File: src/rtl/dcmp_pkg.sv
// ----------------------------------------------------------------------------
// dcmp_pkg
// Shared constants and types of the dc median predictor.
// ----------------------------------------------------------------------------
package dcmp_pkg;

	localparam int MAX_LINE_BLOCKS = 1024;
	localparam int STORE_DEPTH     = MAX_LINE_BLOCKS + 1;
	localparam int ADDR_W          = $clog2(STORE_DEPTH);
	localparam int FILL_W          = $clog2(STORE_DEPTH + 1);
	localparam int DC_W            = 16;
	localparam int CFG_W           = 11;
	localparam int IDX_W           = 12;
	localparam int IN_TDATA_W      = 48;

	typedef enum logic {
		ACT_PREDICT = 1'b0,
		ACT_PUSH    = 1'b1
	} action_t;

	typedef logic signed [DC_W-1:0] dc_t;

	typedef struct packed {
		logic ok;
		dc_t  dc;
	} entry_t;

	// one accepted item as seen by the line store
	typedef struct packed {
		logic adv;
		logic wr;
		logic col0;
		logic row0;
		dc_t  dc;
		logic avail;
	} req_t;

	// neighbors after masking
	typedef struct packed {
		dc_t  dc_a;
		dc_t  dc_u;
		dc_t  dc_l;
		logic ok_a;
		logic ok_u;
		logic ok_l;
	} nbr_t;

endpackage

File: src/rtl/dcmp_pred.sv
// ----------------------------------------------------------------------------
// dcmp_pred
// Median, rounded mean, single-neighbor or zero selection and the output register.
// ----------------------------------------------------------------------------
module dcmp_pred (
	input  logic                  clk,
	input  logic                  arst_n,
	input  logic                  ld,
	input  dcmp_pkg::nbr_t        nbr,
	output logic                  ld_ok,
	output logic                  m_tvalid,
	input  logic                  m_tready,
	output logic [dcmp_pkg::DC_W-1:0] m_tdata // [15:0] reference
);
	import dcmp_pkg::*;

	dc_t                 lo;
	dc_t                 hi;
	dc_t                 med;
	dc_t                 op_x;
	dc_t                 op_y;
	logic signed [DC_W:0] sum;
	logic signed [DC_W:0] rnd;
	dc_t                 res;
	logic                out_v_q;
	dc_t                 out_q;

	always_comb begin
		lo = (nbr.dc_a < nbr.dc_u) ? nbr.dc_a : nbr.dc_u;
		hi = (nbr.dc_a < nbr.dc_u) ? nbr.dc_u : nbr.dc_a;
		if (nbr.dc_l <= lo) begin
			med = lo;
		end else if (nbr.dc_l >= hi) begin
			med = hi;
		end else begin
			med = nbr.dc_l;
		end
	end

	// operands of the two-neighbor mean
	always_comb begin
		op_x = nbr.dc_a;
		op_y = nbr.dc_l;
		if (nbr.ok_a && nbr.ok_u) begin
			op_y = nbr.dc_u;
		end else if (nbr.ok_u && nbr.ok_l) begin
			op_x = nbr.dc_u;
		end
	end

	// half away from zero
	assign sum = (DC_W+1)'(op_x) + (DC_W+1)'(op_y);
	assign rnd = (sum + {{DC_W{1'b0}}, ~sum[DC_W]}) >>> 1;

	always_comb begin
		case ({nbr.ok_a, nbr.ok_u, nbr.ok_l})
			3'b111: res = med;
			3'b110,
			3'b101,
			3'b011: res = rnd[DC_W-1:0];
			3'b100: res = nbr.dc_a;
			3'b010: res = nbr.dc_u;
			3'b001: res = nbr.dc_l;
			default: res = '0;
		endcase
	end

	assign ld_ok = !out_v_q || m_tready;

	always_ff @(posedge clk or negedge arst_n) begin
		if (!arst_n) begin
			out_v_q <= 1'b0;
		end else if (ld_ok) begin
			out_v_q <= ld;
		end
	end

	always_ff @(posedge clk) begin
		if (ld && ld_ok) begin
			out_q <= res;
		end
	end

	assign m_tvalid = out_v_q;
	assign m_tdata  = out_q;

endmodule

File: config.mk
export PLATFORM = sky130hd
export DESIGN_NAME = dcmp_pred
export DESIGN_NICKNAME = d
export VERILOG_FILES = /design/src/rtl/dcmp_pkg.sv /design/src/rtl/dcmp_pred.sv
export SDC_FILE = /design/constraint.sdc
export NUM_CORES = 1
export LEC_CHECK = 0
export ABC_AREA = 0
export BUFFER_PORTS_ARGS = -buffer_cell sky130_fd_sc_hd__buf_2
export CORE_ASPECT_RATIO = 2
export CORE_UTILIZATION = 50
export CTS_CLUSTER_DIAMETER = 60
export CTS_CLUSTER_SIZE = 20
export DETAILED_ROUTE_END_ITERATION = 6
export PLACE_DENSITY = 0.72
export REMOVE_ABC_BUFFERS = 1
export SLEW_MARGIN = 20
export SYNTH_ARGS = -nofsm -noshare
export SYNTH_HDL_FRONTEND = slang
export SYNTH_SLANG_ARGS = --single-unit
File: constraint.sdc
create_clock -name clk -period 1.55 [get_ports clk]
set_clock_uncertainty 0.05 [all_clocks]
set_input_delay 0.2325 -clock clk [delete_from_list [all_inputs] [get_ports clk]]
set_output_delay 0.2325 -clock clk [all_outputs]
set_load 0.02 [all_outputs]
==> key figures, run 1 <==
Status
  • Status: finished with violations
  • Failing checks: DRC, setup timing

Critical path
  • CP most frequent cell: buf_12
  • Slowest-stage cell, CP: nor4_4
  • Crit start category: primary input
  • CP max stage delay: 470 ps
  • R2R setup slack: 240 ps
  • Arrival time at the worst endpoint: 4720 ps
  • Worst setup startpoint: nbr[30]
  • CP endpoint kind: flop
  • WS Path Type: in2reg
  • Reg-to-Reg Start: m_tvalid$_DFFE_PN0N_
  • Worst reg2reg endpoint: m_tdata[1]$_DFFE_PP_
  • WP data required: between 1500 and 2000 ps
  • Worst reg2reg path depth: 3
  • Crit path max fanout: 12
  • Worst path cell trace: buf_8, inv_4, ha_4, nand4_1, nor4_4, a2bb2oi_2, buf_4, a21boi_4, nor2_4, buf_12, buf_12, mux2i_4, ha_4, and3_4, buf_6, nand4_1, a21o_4, a31oi_4, nand3_2, buf_12, a211oi_1, a211o_1
  • Worst setup endpoint: m_tdata[11]$_DFFE_PP_

Route
  • Via-to-Cell Ratio: between 6 and 7
  • Final WL: 23.0 mm
  • Initial DRT Pass Iterations: 7
  • Wirelength per Cell: 24.7 µm
  • Via count: 6433
  • Antenna violation net count after detailed routing: 0
  • Initial DRC count: 864
  • Drt drc: 2

Layout
  • Final Cell Area: 0.00719 mm²
  • Area Overhead vs Synth: 64.6%
  • Antenna Diode Count: 0
  • # fillers: 477
  • NumNets Final: 956
  • Layout cells sized above 1: 0.475

Synthesis
  • Area share of the largest cell type after synthesis: 0.183
  • Post-synth ARST share: 0.0588
  • Synth top area cells: ha_1 18%, edfxtp_1 11%, mux2i_1 5.7%, nand2_1 5.6%, o21ai_0 5.3%
  • Synthesized area per cell: about 7.7 µm²
  • Leading area contributor after synthesis: ha_1
  • Ys Warns: 0
  • Post-synth top cells: 65 x nand2_1, 64 x ha_1, 46 x o21ai_0
  • EDFF count, synth: 16
  • Most common flop cell mapped by yosys: edfxtp_1
  • Count of different cell masters after synthesis: 74
  • Synth Instances: 569
  • Seq cells post-synth: 17
  • Synthesized area: between 0.004 and 0.005 mm²
  • Seq/Total Area, Yosys: 0.116
  • Most frequent cell after synthesis: nand2_1

Floorplan
  • Die area: 0.00914 mm²
  • Die width: 68.1 µm
  • Chip Height: 134 µm
  • Num ports: between 70 and 80
  • Rows: 47
  • Core area: 0.00835 mm²
  • Initial Util: 0.523

Clocking
  • Longest Clk Path Bufs: 2
  • Total CTS buffers: 3
  • Reg clk slew, reported paths: 60 ps
  • H-tree levels: 1
  • CTS sink count: 17
  • Clk_lat worst skew: about 260 ps
  • CTS tree: built
  • CTS Root Cell: clkbuf_16

Placed design
  • DP Area: 0.00623 mm²
  • Buffers on Ports: between 70 and 80
  • HPWL Detailed: 14.3 mm
  • RD Place Congestion: 1.06

GRT
  • Vias in the first global route: 6039
  • Largest net degree at the start of global routing: 26
  • Global route overflow: 0
  • Antenna violations before repair: 0
  • First-pass GRT wire length: 29.8 mm
  • Total GRT Usage: 0.433

Timing
  • Period Utilization, post-route: 2.99
  • Setup WS post-layout: -3090 ps
  • Slew HR: 0.249
  • Slew of the pin with the lowest slew margin: around 1100 ps
  • Pins Over Slew Limit: 0
  • Hold Vio Cnt, Final: 0
  • Setup-failing EPs final: 16
  • Fmax: 216 MHz
  • Fin crit period: 4640 ps
  • Unrepaired setup endpoints after global routing: yes
  • Total negative setup slack: -48640 ps

Worst hold path
  • Hold Crit Class: in2reg

Power and ir drop
  • Design Power: 5270 µW
  • Peak VDD IR: 0.416 mV
  • Pwr dens: approximately 730 mW/mm²
  • Leakage: 0.00337 µW

Flow run
  • Max-cap violations: 0
how the worst min path moves through the flow:
stage	start	slack, ps	cells after the start	end
floorplan	arst_n	-110	0	m_tvalid$_DFFE_PN0N_
global placement	arst_n	-40	1	m_tvalid$_DFFE_PN0N_
detailed placement	arst_n	-40	1	m_tvalid$_DFFE_PN0N_
CTS	ld	140	2	m_tvalid$_DFFE_PN0N_
global route	ld	150	2	m_tvalid$_DFFE_PN0N_
finish	ld	130	2	m_tvalid$_DFFE_PN0N_
state kept, by name, indices dropped and copies added (netlist names):
name	cells
m_tdata	16
m_tvalid	1
cells in the final DEF, fill, tap and decap left out, types with 17 or more instances in the layout:
cell type  synthesis  layout
a21oi_1           39      31
buf_2              3      60
buf_4              0     200
buf_6              2      17
ha_1              64      49
inv_1             29      20
nand2_1           65      63
nor2_1            37      29
o21ai_0           46      40
xnor2_1           18      18
cell families after synthesis:
| family | count (synthesis) | share of synthesized area |
|---|---|---|
| AO/OA/AOI/OAI | 210 | 0.336 |
| XOR/XNOR | 21 | 0.0421 |
| adder cells (fa/ha/maj) | 65 | 0.188 |
| buffers and inverters | 56 | 0.0527 |
| flip-flops | 17 | 0.116 |
| multiplexers | 29 | 0.0676 |
| AND/OR/NAND/NOR | 171 | 0.198 |
power by group:
group | total [µW] | internal [µW] | switching (µW)
combinational | 4080 | 1940 | 2140
clock | 584 | 348 | 235
sequential | 606 | 589 | 17.3
timing repair:
action,4_1_cts,5_1_grt
endpoints found under the setup margin,16,16
endpoints found under the hold margin,1,0
cloned,2,0
hold buffers,1,0
buffers inserted,12,11
pin swaps,31,37
resized for setup,65,80
metal layers:
| layer | global-route usage | up-vias | wire [µm] |
|---|---|---|---|
| met3 | 0.130 | 212 | 2630 |
| met4 | 0.315 | 0 | 2310 |
| met1 | 0.450 | 2964 | 7410 |
| met5 | 0 | - | 0 |
| met2 | 0.701 | 544 | 10700 |
| li1 | - | 2713 | - |
cell type report:
type	count	area (µm²)	area share
Clock buffer	3	75.1	0.0104
Tap cell	98	123	0.0171
Clock inverter	1	5.00	0.000696
Multi-Input combinational cell	497	4210	0.585
Timing Repair Buffer	286	2150	0.299
Inverter	31	124	0.0172
Sequential cell	17	505	0.0703
stage by stage:
step | utilization | hold WS (ps) | instances | worst slack [ps]
after floorplan | - | -113 | 544 | -3200
after global placement | 0.747 | -43.6 | 906 | -3150
after detailed placement | 0.747 | -39.2 | 906 | -3260
after CTS | 0.804 | 139 | 923 | -2540
after global routing | 0.861 | 147 | 933 | -3190
final | 0.861 | 132 | 933 | -3090
worst max-delay path: cells and delay by family:
kind | cells | cell delay [ps]
compound gates | 6 | 1380
fa+ha+maj | 2 | 560
buf+inv | 7 | 850
mux | 1 | 200
simple gates | 6 | 1440
(Power assumes the default switching activity.)
==> run 2: changes to the inputs <==
- CORE_MARGIN: not set -> 3
==> run 2 against run 1 <==
Compared with the run above: critical path type unchanged; total power grew 2.0%; the flow still finishes with violations (DRC, setup timing); via count shrank 0.22%; setup slack gained 110 ps; final area grew 2.6%; wire length grew 1.0%.
==> key figures, run 2 (synthesis gave the netlist of run 1 again) <==
Timing
  • Setup WS post-layout: -2980 ps (+109 ps)
  • Total negative setup slack: -45990 ps (+2650 ps)
  • Hold Vio Cnt, Final: 0 (unchanged)
  • WHS: 129 ps (-2.82 ps)
  • Fin crit period: 4530 ps (-109 ps)
  • Period Utilization, post-route: 2.92 (-0.0704)
  • Pins Over Slew Limit: 0 (unchanged)
  • Unrepaired setup endpoints after global routing: yes
  • Fmax: 221 MHz (+2.4%)
  • Slew of the pin with the lowest slew margin: 1170 ps (+53.9 ps)
  • Slew HR: 0.213 (-0.0361)
  • Setup-failing EPs final: 16 (unchanged)

Flow run
  • Max-cap violations: 0 (unchanged)

Route
  • Final WL: 23.3 mm (+1.0%)
  • Initial DRT Pass Iterations: 7 (unchanged)
  • Wirelength per Cell: 24.6 µm (-0.24%)
  • Via count: 6419 (-0.22%)
  • Antenna violation net count after detailed routing: 0 (unchanged)
  • Drt drc: 68 (+66)
  • Via-to-Cell Ratio: 6.79 (-1.5%)
  • Initial DRC count: 867 (+0.35%)

Layout
  • Most common cell after layout, fill and taps aside: buf_4
  • Antenna Diode Count: 0 (unchanged)
  • Layout cells sized above 1: 0.484 (+0.00861)
  • Largest register FFs: 16 (unchanged)
  • # fillers: 411 (-14%)
  • Area Overhead vs Synth: 68.9%
  • Final Cell Area: 0.00738 mm² (+2.6%)
  • NumNets Final: 968 (+1.3%)
  • Layout Cells excl Fill: 945 (+1.3%)
  • Register area: 505 µm² (unchanged)
  • Area of the multi-input gates: 0.00428 mm² (+1.7%)
  • Most frequent cells in the layout: 206 x buf_4, 65 x buf_2, 61 x nand2_1

Critical path
  • WP data required: 1510 ps (-120 ps)
  • WS Path Type: in2reg
  • Reg-to-Reg Start: m_tvalid$_DFFE_PN0N_
  • Crit path max fanout: 13 (+1)
  • R2R setup slack: 350 ps (+110 ps)
  • Worst reg2reg path depth: 3 (unchanged)
  • CP endpoint kind: flop
  • Worst reg2reg endpoint: m_tdata[13]$_DFFE_PP_
  • Arrival time at the worst endpoint: 4490 ps (-230 ps)
  • Crit start category: primary input

GRT
  • Largest net degree at the start of global routing: 25 (-3.8%)
  • Vias in the first global route: 6317 (+4.6%)
  • Global route overflow: 0 (unchanged)
  • Antenna violations before repair: 0 (unchanged)
  • Total GRT Usage: 0.413 (-0.0198)
  • First-pass GRT wire length: 32.2 mm (+8.0%)

Power and ir drop
  • Pwr dens: 728 mW/mm² (-0.64%)
  • Switching part of the total: 0.447 (-0.00721)
  • Internal power component: 2970 µW (+3.3%)
  • Logic pwr share: 0.783 (+0.009)
  • Design Power: 5370 µW (+2.0%)
  • Clock power frac: 0.104 (-0.007)
  • Sequential power share: 0.113 (-0.002)
  • Net Switching: 2400 µW (+0.37%)
  • Peak VDD IR: 0.428 mV (+2.8%)
  • Leakage: 0.00346 µW (+2.6%)

Status
  • Status: finished with violations
  • Failing checks: DRC, setup timing

Floorplan
  • Core area: 0.00841 mm² (+0.70%)
  • Chip Height: 138 µm (+3.0%)
  • Die area: 0.00996 mm² (+9.0%)
  • Initial Util: 0.520 (-0.00366)
  • Die width: 72.1 µm (+5.9%)
  • Num ports: 73 (unchanged)
  • Rows: 47 (unchanged)

Worst hold path
  • Hold Crit Class: in2reg
  • Hold Path Cell Cnt: 2 (unchanged)
  • Hold_sp: ld
  • WHS Endpoint: m_tvalid$_DFFE_PN0N_

Placed design
  • HPWL Detailed: 14.8 mm (+3.5%)
  • DP Area: 0.00630 mm² (+1.1%)
  • Buffers on Ports: 72 (unchanged)
  • RD Place Congestion: 1.08 (+2.1%)
  • Cells after DPL: 912 (+0.66%)

Clocking
  • CTS sink count: 17 (unchanged)
  • H-tree levels: 1 (unchanged)
  • Longest Clk Path Bufs: 2 (unchanged)
  • Clk_lat worst skew: 260 ps (about the same)
  • CTS Root Cell: clkbuf_16
  • CTS tree: built
  • Total CTS buffers: 3 (unchanged)
  • Reg clk slew, reported paths: 60 ps (about the same)
-- run 2: cell count changes in the layout (fill, tap and decap cells not counted), moves of 3 or more --
cell      before  now
nand3_2        3    0
buf_12         6    9
a211oi_1      14   11
inv_1         20   23
a21oi_1       31   35
a211oi_2       1    4
a21oi_2        8    1
buf_4        200  206
a21oi_4        0    3
buf_2         60   65
-- run 2: power groups by stage --
| stage | combinational (µW) | sequential [µW] | clock (µW) |
|---|---|---|---|
| after global routing | 4410 | 610 | 558 |
| after floorplan | 1640 | 684 | 0 |
| after global placement | 3110 | 609 | 0 |
| after CTS | 3700 | 604 | 536 |
| after detailed placement | 3210 | 613 | 0 |
| final | 4210 | 607 | 559 |
-- run 2: per-layer routing --
metal  GRT usage  vias to the layer above  part of all wire
li1            -                     2739                 -
met1       0.411                     2936              0.31
met2       0.696                      513              0.47
met3       0.102                      231              0.11
met4       0.332                        0              0.11
met5           0                        -                 0
-- run 2: through the flow --
| step | setup slack [ps] | util |
|---|---|---|
| floorplan | -3200 | - |
| global placement | -3290 | 0.750 |
| detailed placement | -3370 | 0.750 |
| CTS | -2650 | 0.843 |
| global route | -3160 | 0.878 |
| finish | -2980 | 0.878 |
-- run 2: layout make-up --
class / instances / share of cell area
multi-input cells: 496 / 0.579
repair buffers: 299 / 0.308
flip-flops and latches: 17 / 0.0685
well taps: 98 / 0.0166
inverters: 31 / 0.0164
clock buffers: 4 / 0.0107
-- run 2: worst max-delay path by stage --
stage / from / depth (start not counted) / slack [ps] / endpoint
after global routing: nbr[26] / 23 / -3160 / m_tdata[9]$_DFFE_PP_
final: nbr[26] / 23 / -2980 / m_tdata[9]$_DFFE_PP_
after detailed placement: nbr[34] / 20 / -3370 / m_tdata[15]$_DFFE_PP_
after global placement: nbr[34] / 20 / -3290 / m_tdata[15]$_DFFE_PP_
after floorplan: nbr[0] / 18 / -3200 / m_tdata[9]$_DFFE_PP_
after CTS: nbr[33] / 20 / -2650 / m_tdata[2]$_DFFE_PP_
-- run 2: what timing repair did --
item                                   4_1_cts  5_1_grt
hold buffers                                 1        0
resized for setup                           96       52
setup endpoints to repair                   16       16
gates cloned                                 2        0
endpoints found under the hold margin        1        0
pin swaps                                   39       28
setup buffers                               24        5
-- run 2: worst max-delay path: stages --
cell and delay (ps):
buf_2 210, inv_2 90, ha_4 270, nand2_1 60, buf_4 140, nor4_4 290, a2bb2oi_2 120, and3b_2 240
nor2_4 150, buf_12 150, buf_8 100, buf_6 110, mux2i_4 290, ha_4 260, nand2_1 150, o21ai_2 140
a221o_1 350, a31o_2 240, and2_4 170, buf_12 160, nor2_2 190, a211oi_1 90, a211o_1 270
==> run 3: changes to the inputs <==
- BUFFER_PORTS_ARGS: -buffer_cell sky130_fd_sc_hd__buf_2 -> not set
- DONT_BUFFER_PORTS: not set -> 1
- PLACE_DENSITY: 0.72 -> not set
==> run 3 against run 2 <==
Compared with the run above: the run ends with setup timing left; flip-flop and latch count is the same; sequential share of layout area grew 0.91 points; sequential power grew 12%.
==> key figures, run 3 (synthesis gave the netlist of run 1 again) <==
Route
  • Metal3 WL: 1.18 mm (-54%)
  • Highest Signal Layer: met4
  • Drt drc: 0 (-100%)
  • Antenna violation net count after detailed routing: 0 (unchanged)
  • Initial DRC count: 527 (-39%)
  • Final WL: 17.8 mm (-23%)
  • Wirelength per Cell: 21.5 µm (-13%)
  • Via-to-Cell Ratio: 6.52 (-4.0%)
  • WL met2: 9.08 mm (-18%)
  • Initial DRT Pass Iterations: 5 (-2)
  • DRT met1 WL: 6.24 mm (-13%)
  • Via count: 5413 (-16%)

Floorplan
  • Rows: 47 (unchanged)
  • Die area: 0.00996 mm² (unchanged)
  • Core area: 0.00841 mm² (unchanged)
  • Initial Util: 0.520 (unchanged)
  • Die width: 72.1 µm (unchanged)
  • Num ports: 73 (unchanged)
  • Chip Height: 138 µm (unchanged)

Layout
  • # fillers: 611 (+49%)
  • Final Cell Area: 0.00652 mm² (-12%)
  • NumNets Final: 853 (-12%)
  • Fin util: 0.775 (-0.103)
  • Layout cells sized above 1: 0.381 (-0.103)
  • Antenna Diode Count: 0 (unchanged)
  • Most common cell after layout, fill and taps aside: buf_4
  • Area Overhead vs Synth: 49.1%
  • Largest register FFs: 16 (unchanged)
  • Most frequent cells in the layout: 166 x buf_4, 63 x nand2_1, 52 x ha_1

Worst hold path
  • Hold Path Cell Cnt: 1 (-1)
  • Hold Crit Class: in2reg
  • Hold_sp: ld
  • WHS Endpoint: m_tvalid$_DFFE_PN0N_

Clocking
  • Clk_lat worst skew: 260 ps (about the same)
  • CTS tree: built
  • CTS sink count: 17 (unchanged)
  • Longest Clk Path Bufs: 2 (unchanged)
  • Reg clk slew, reported paths: 50 ps (about the same)
  • Total CTS buffers: 3 (unchanged)
  • H-tree levels: 1 (unchanged)
  • CTS Root Cell: clkbuf_16

Timing
  • Fmax: 235 MHz (+6.5%)
  • WHS: 46.1 ps (-82.8 ps)
  • Fin crit period: 4250 ps (-276 ps)
  • Pins Over Slew Limit: 0 (unchanged)
  • Period Utilization, post-route: 2.74 (-0.178)
  • Slew of the pin with the lowest slew margin: 820 ps (-355 ps)
  • Unrepaired setup endpoints after global routing: yes
  • Setup WS post-layout: -2700 ps (+276 ps)
  • Hold Vio Cnt, Final: 0 (unchanged)
  • Slew HR: 0.453 (+0.240)
  • Setup-failing EPs final: 16 (unchanged)

Critical path
  • Slowest-stage cell, CP: ha_1
  • WP data required: 1510 ps (about the same)
  • CP max stage delay: 320 ps (-30 ps)
  • Arrival time at the worst endpoint: 4210 ps (-280 ps)
  • CP endpoint kind: flop
  • WS Path Type: in2reg
  • Crit path max-delay family: compound AO/OA/AOI/OAI gates
  • Worst reg2reg endpoint: m_tdata[14]$_DFFE_PP_
  • Crit path max fanout: 7 (-6)
  • Crit start category: primary input
  • Worst reg2reg path depth: 3 (unchanged)
  • Worst path cell trace: inv_8, ha_4, nand4_1, buf_4, nor4_4, a2bb2oi_2, and3b_2, nor2_4, buf_12, buf_6, mux2i_2, ha_1, and3_4, a221o_1, o211ai_1, buf_4, a31o_4, a21bo_4, buf_12, o221ai_1, a211o_1
  • Reg-to-Reg Start: m_tvalid$_DFFE_PN0N_
  • R2R setup slack: 230 ps (-120 ps)
  • Buffers & Inverters on Critical Path: 6 (-1)

Power and ir drop
  • Pwr dens: 724 mW/mm² (-0.63%)
  • Peak VDD IR: 0.515 mV (+20%)
  • Leakage: 0.00292 µW (-16%)

GRT
  • Total GRT Usage: 0.343 (-0.0697)
  • Global route overflow: 0 (unchanged)
  • First-pass GRT wire length: 27.3 mm (-15%)
  • Vias in the first global route: 5518 (-13%)
  • Antenna violations before repair: 0 (unchanged)
  • Largest net degree at the start of global routing: 27 (+8.0%)

Status
  • Status: finished with violations
  • Failing checks: setup timing

Placed design
  • Buffers on Ports: 0 (-100%)
  • DP Area: 0.00560 mm² (-11%)
  • HPWL Detailed: 13.2 mm (-11%)
  • RD Place Congestion: 0.980 (-9.3%)

Flow run
  • Max-cap violations: 0 (unchanged)
## run 3: cell count changes in the layout (fill, tap and decap cells not counted), moves of 3 or more
cell      change
buf_2        -65
buf_4        -40
buf_6         -9
ha_1          +5
ha_4          -5
a21oi_2       +4
inv_2         -4
a211oi_1      +3
a211oi_2      -3
a21oi_4       -3
nor2_1        +3
## run 3: worst max path at each step
stage,from,to,slack (ps),cells after the start
floorplan,nbr[0],m_tdata[9]$_DFFE_PP_,-3200,18
global placement,nbr[34],m_tdata[15]$_DFFE_PP_,-3050,18
detailed placement,nbr[34],m_tdata[10]$_DFFE_PP_,-3100,19
CTS,nbr[30],m_tdata[2]$_DFFE_PP_,-2440,20
global route,nbr[34],m_tdata[6]$_DFFE_PP_,-2780,21
finish,nbr[34],m_tdata[7]$_DFFE_PP_,-2700,21
## run 3: cell type report
class	count	area, µm²	share of cell area
repair buffers	184	1540	0.236
inverters	31	143	0.0219
multi-input cells	496	4130	0.634
well taps	98	123	0.0188
clock buffers	4	78.8	0.0121
flip-flops and latches	17	505	0.0776
## run 3: stage by stage
stage / total power [µW] / setup TNS [ps] / worst slack [ps] / std cells
after global placement: 3450 / -47820 / -3050 / 794
after global routing: 5000 / -43440 / -2780 / 830
after CTS: 4460 / -38260 / -2440 / 826
after floorplan: 2320 / -48740 / -3200 / 544
after detailed placement: 3530 / -48790 / -3100 / 794
final: 4710 / -42160 / -2700 / 830
## run 3: worst reg2reg max path, stage by stage, from the launching register on
cell,delay [ps]
dfrtp_1,460
nand2b_1,140
and2_1,210
buf_12,170
## run 3: repair_timing
item,4_1_cts,5_1_grt
endpoints found under the setup margin,16,16
pin swaps,34,28
hold endpoints to repair,1,0
setup buffers,26,5
resized for setup,76,38
hold buffers,1,0
cloned,2,0
## run 3: where the power goes
part	internal [µW]	total (µW)	switching, µW	leakage [µW]
clock	350	537	187	0.0000382
combinational	1820	3500	1680	0.00271
sequential	594	682	87.4	0.000165
total	2760	4710	1950	0.00292
## run 3: layer usage
| layer | vias to the layer above | global-route usage |
|---|---|---|
| met5 | - | 0 |
| met4 | 0 | 0.180 |
| met3 | 112 | 0.0465 |
| met2 | 302 | 0.613 |
| met1 | 2497 | 0.377 |
| li1 | 2502 | - |
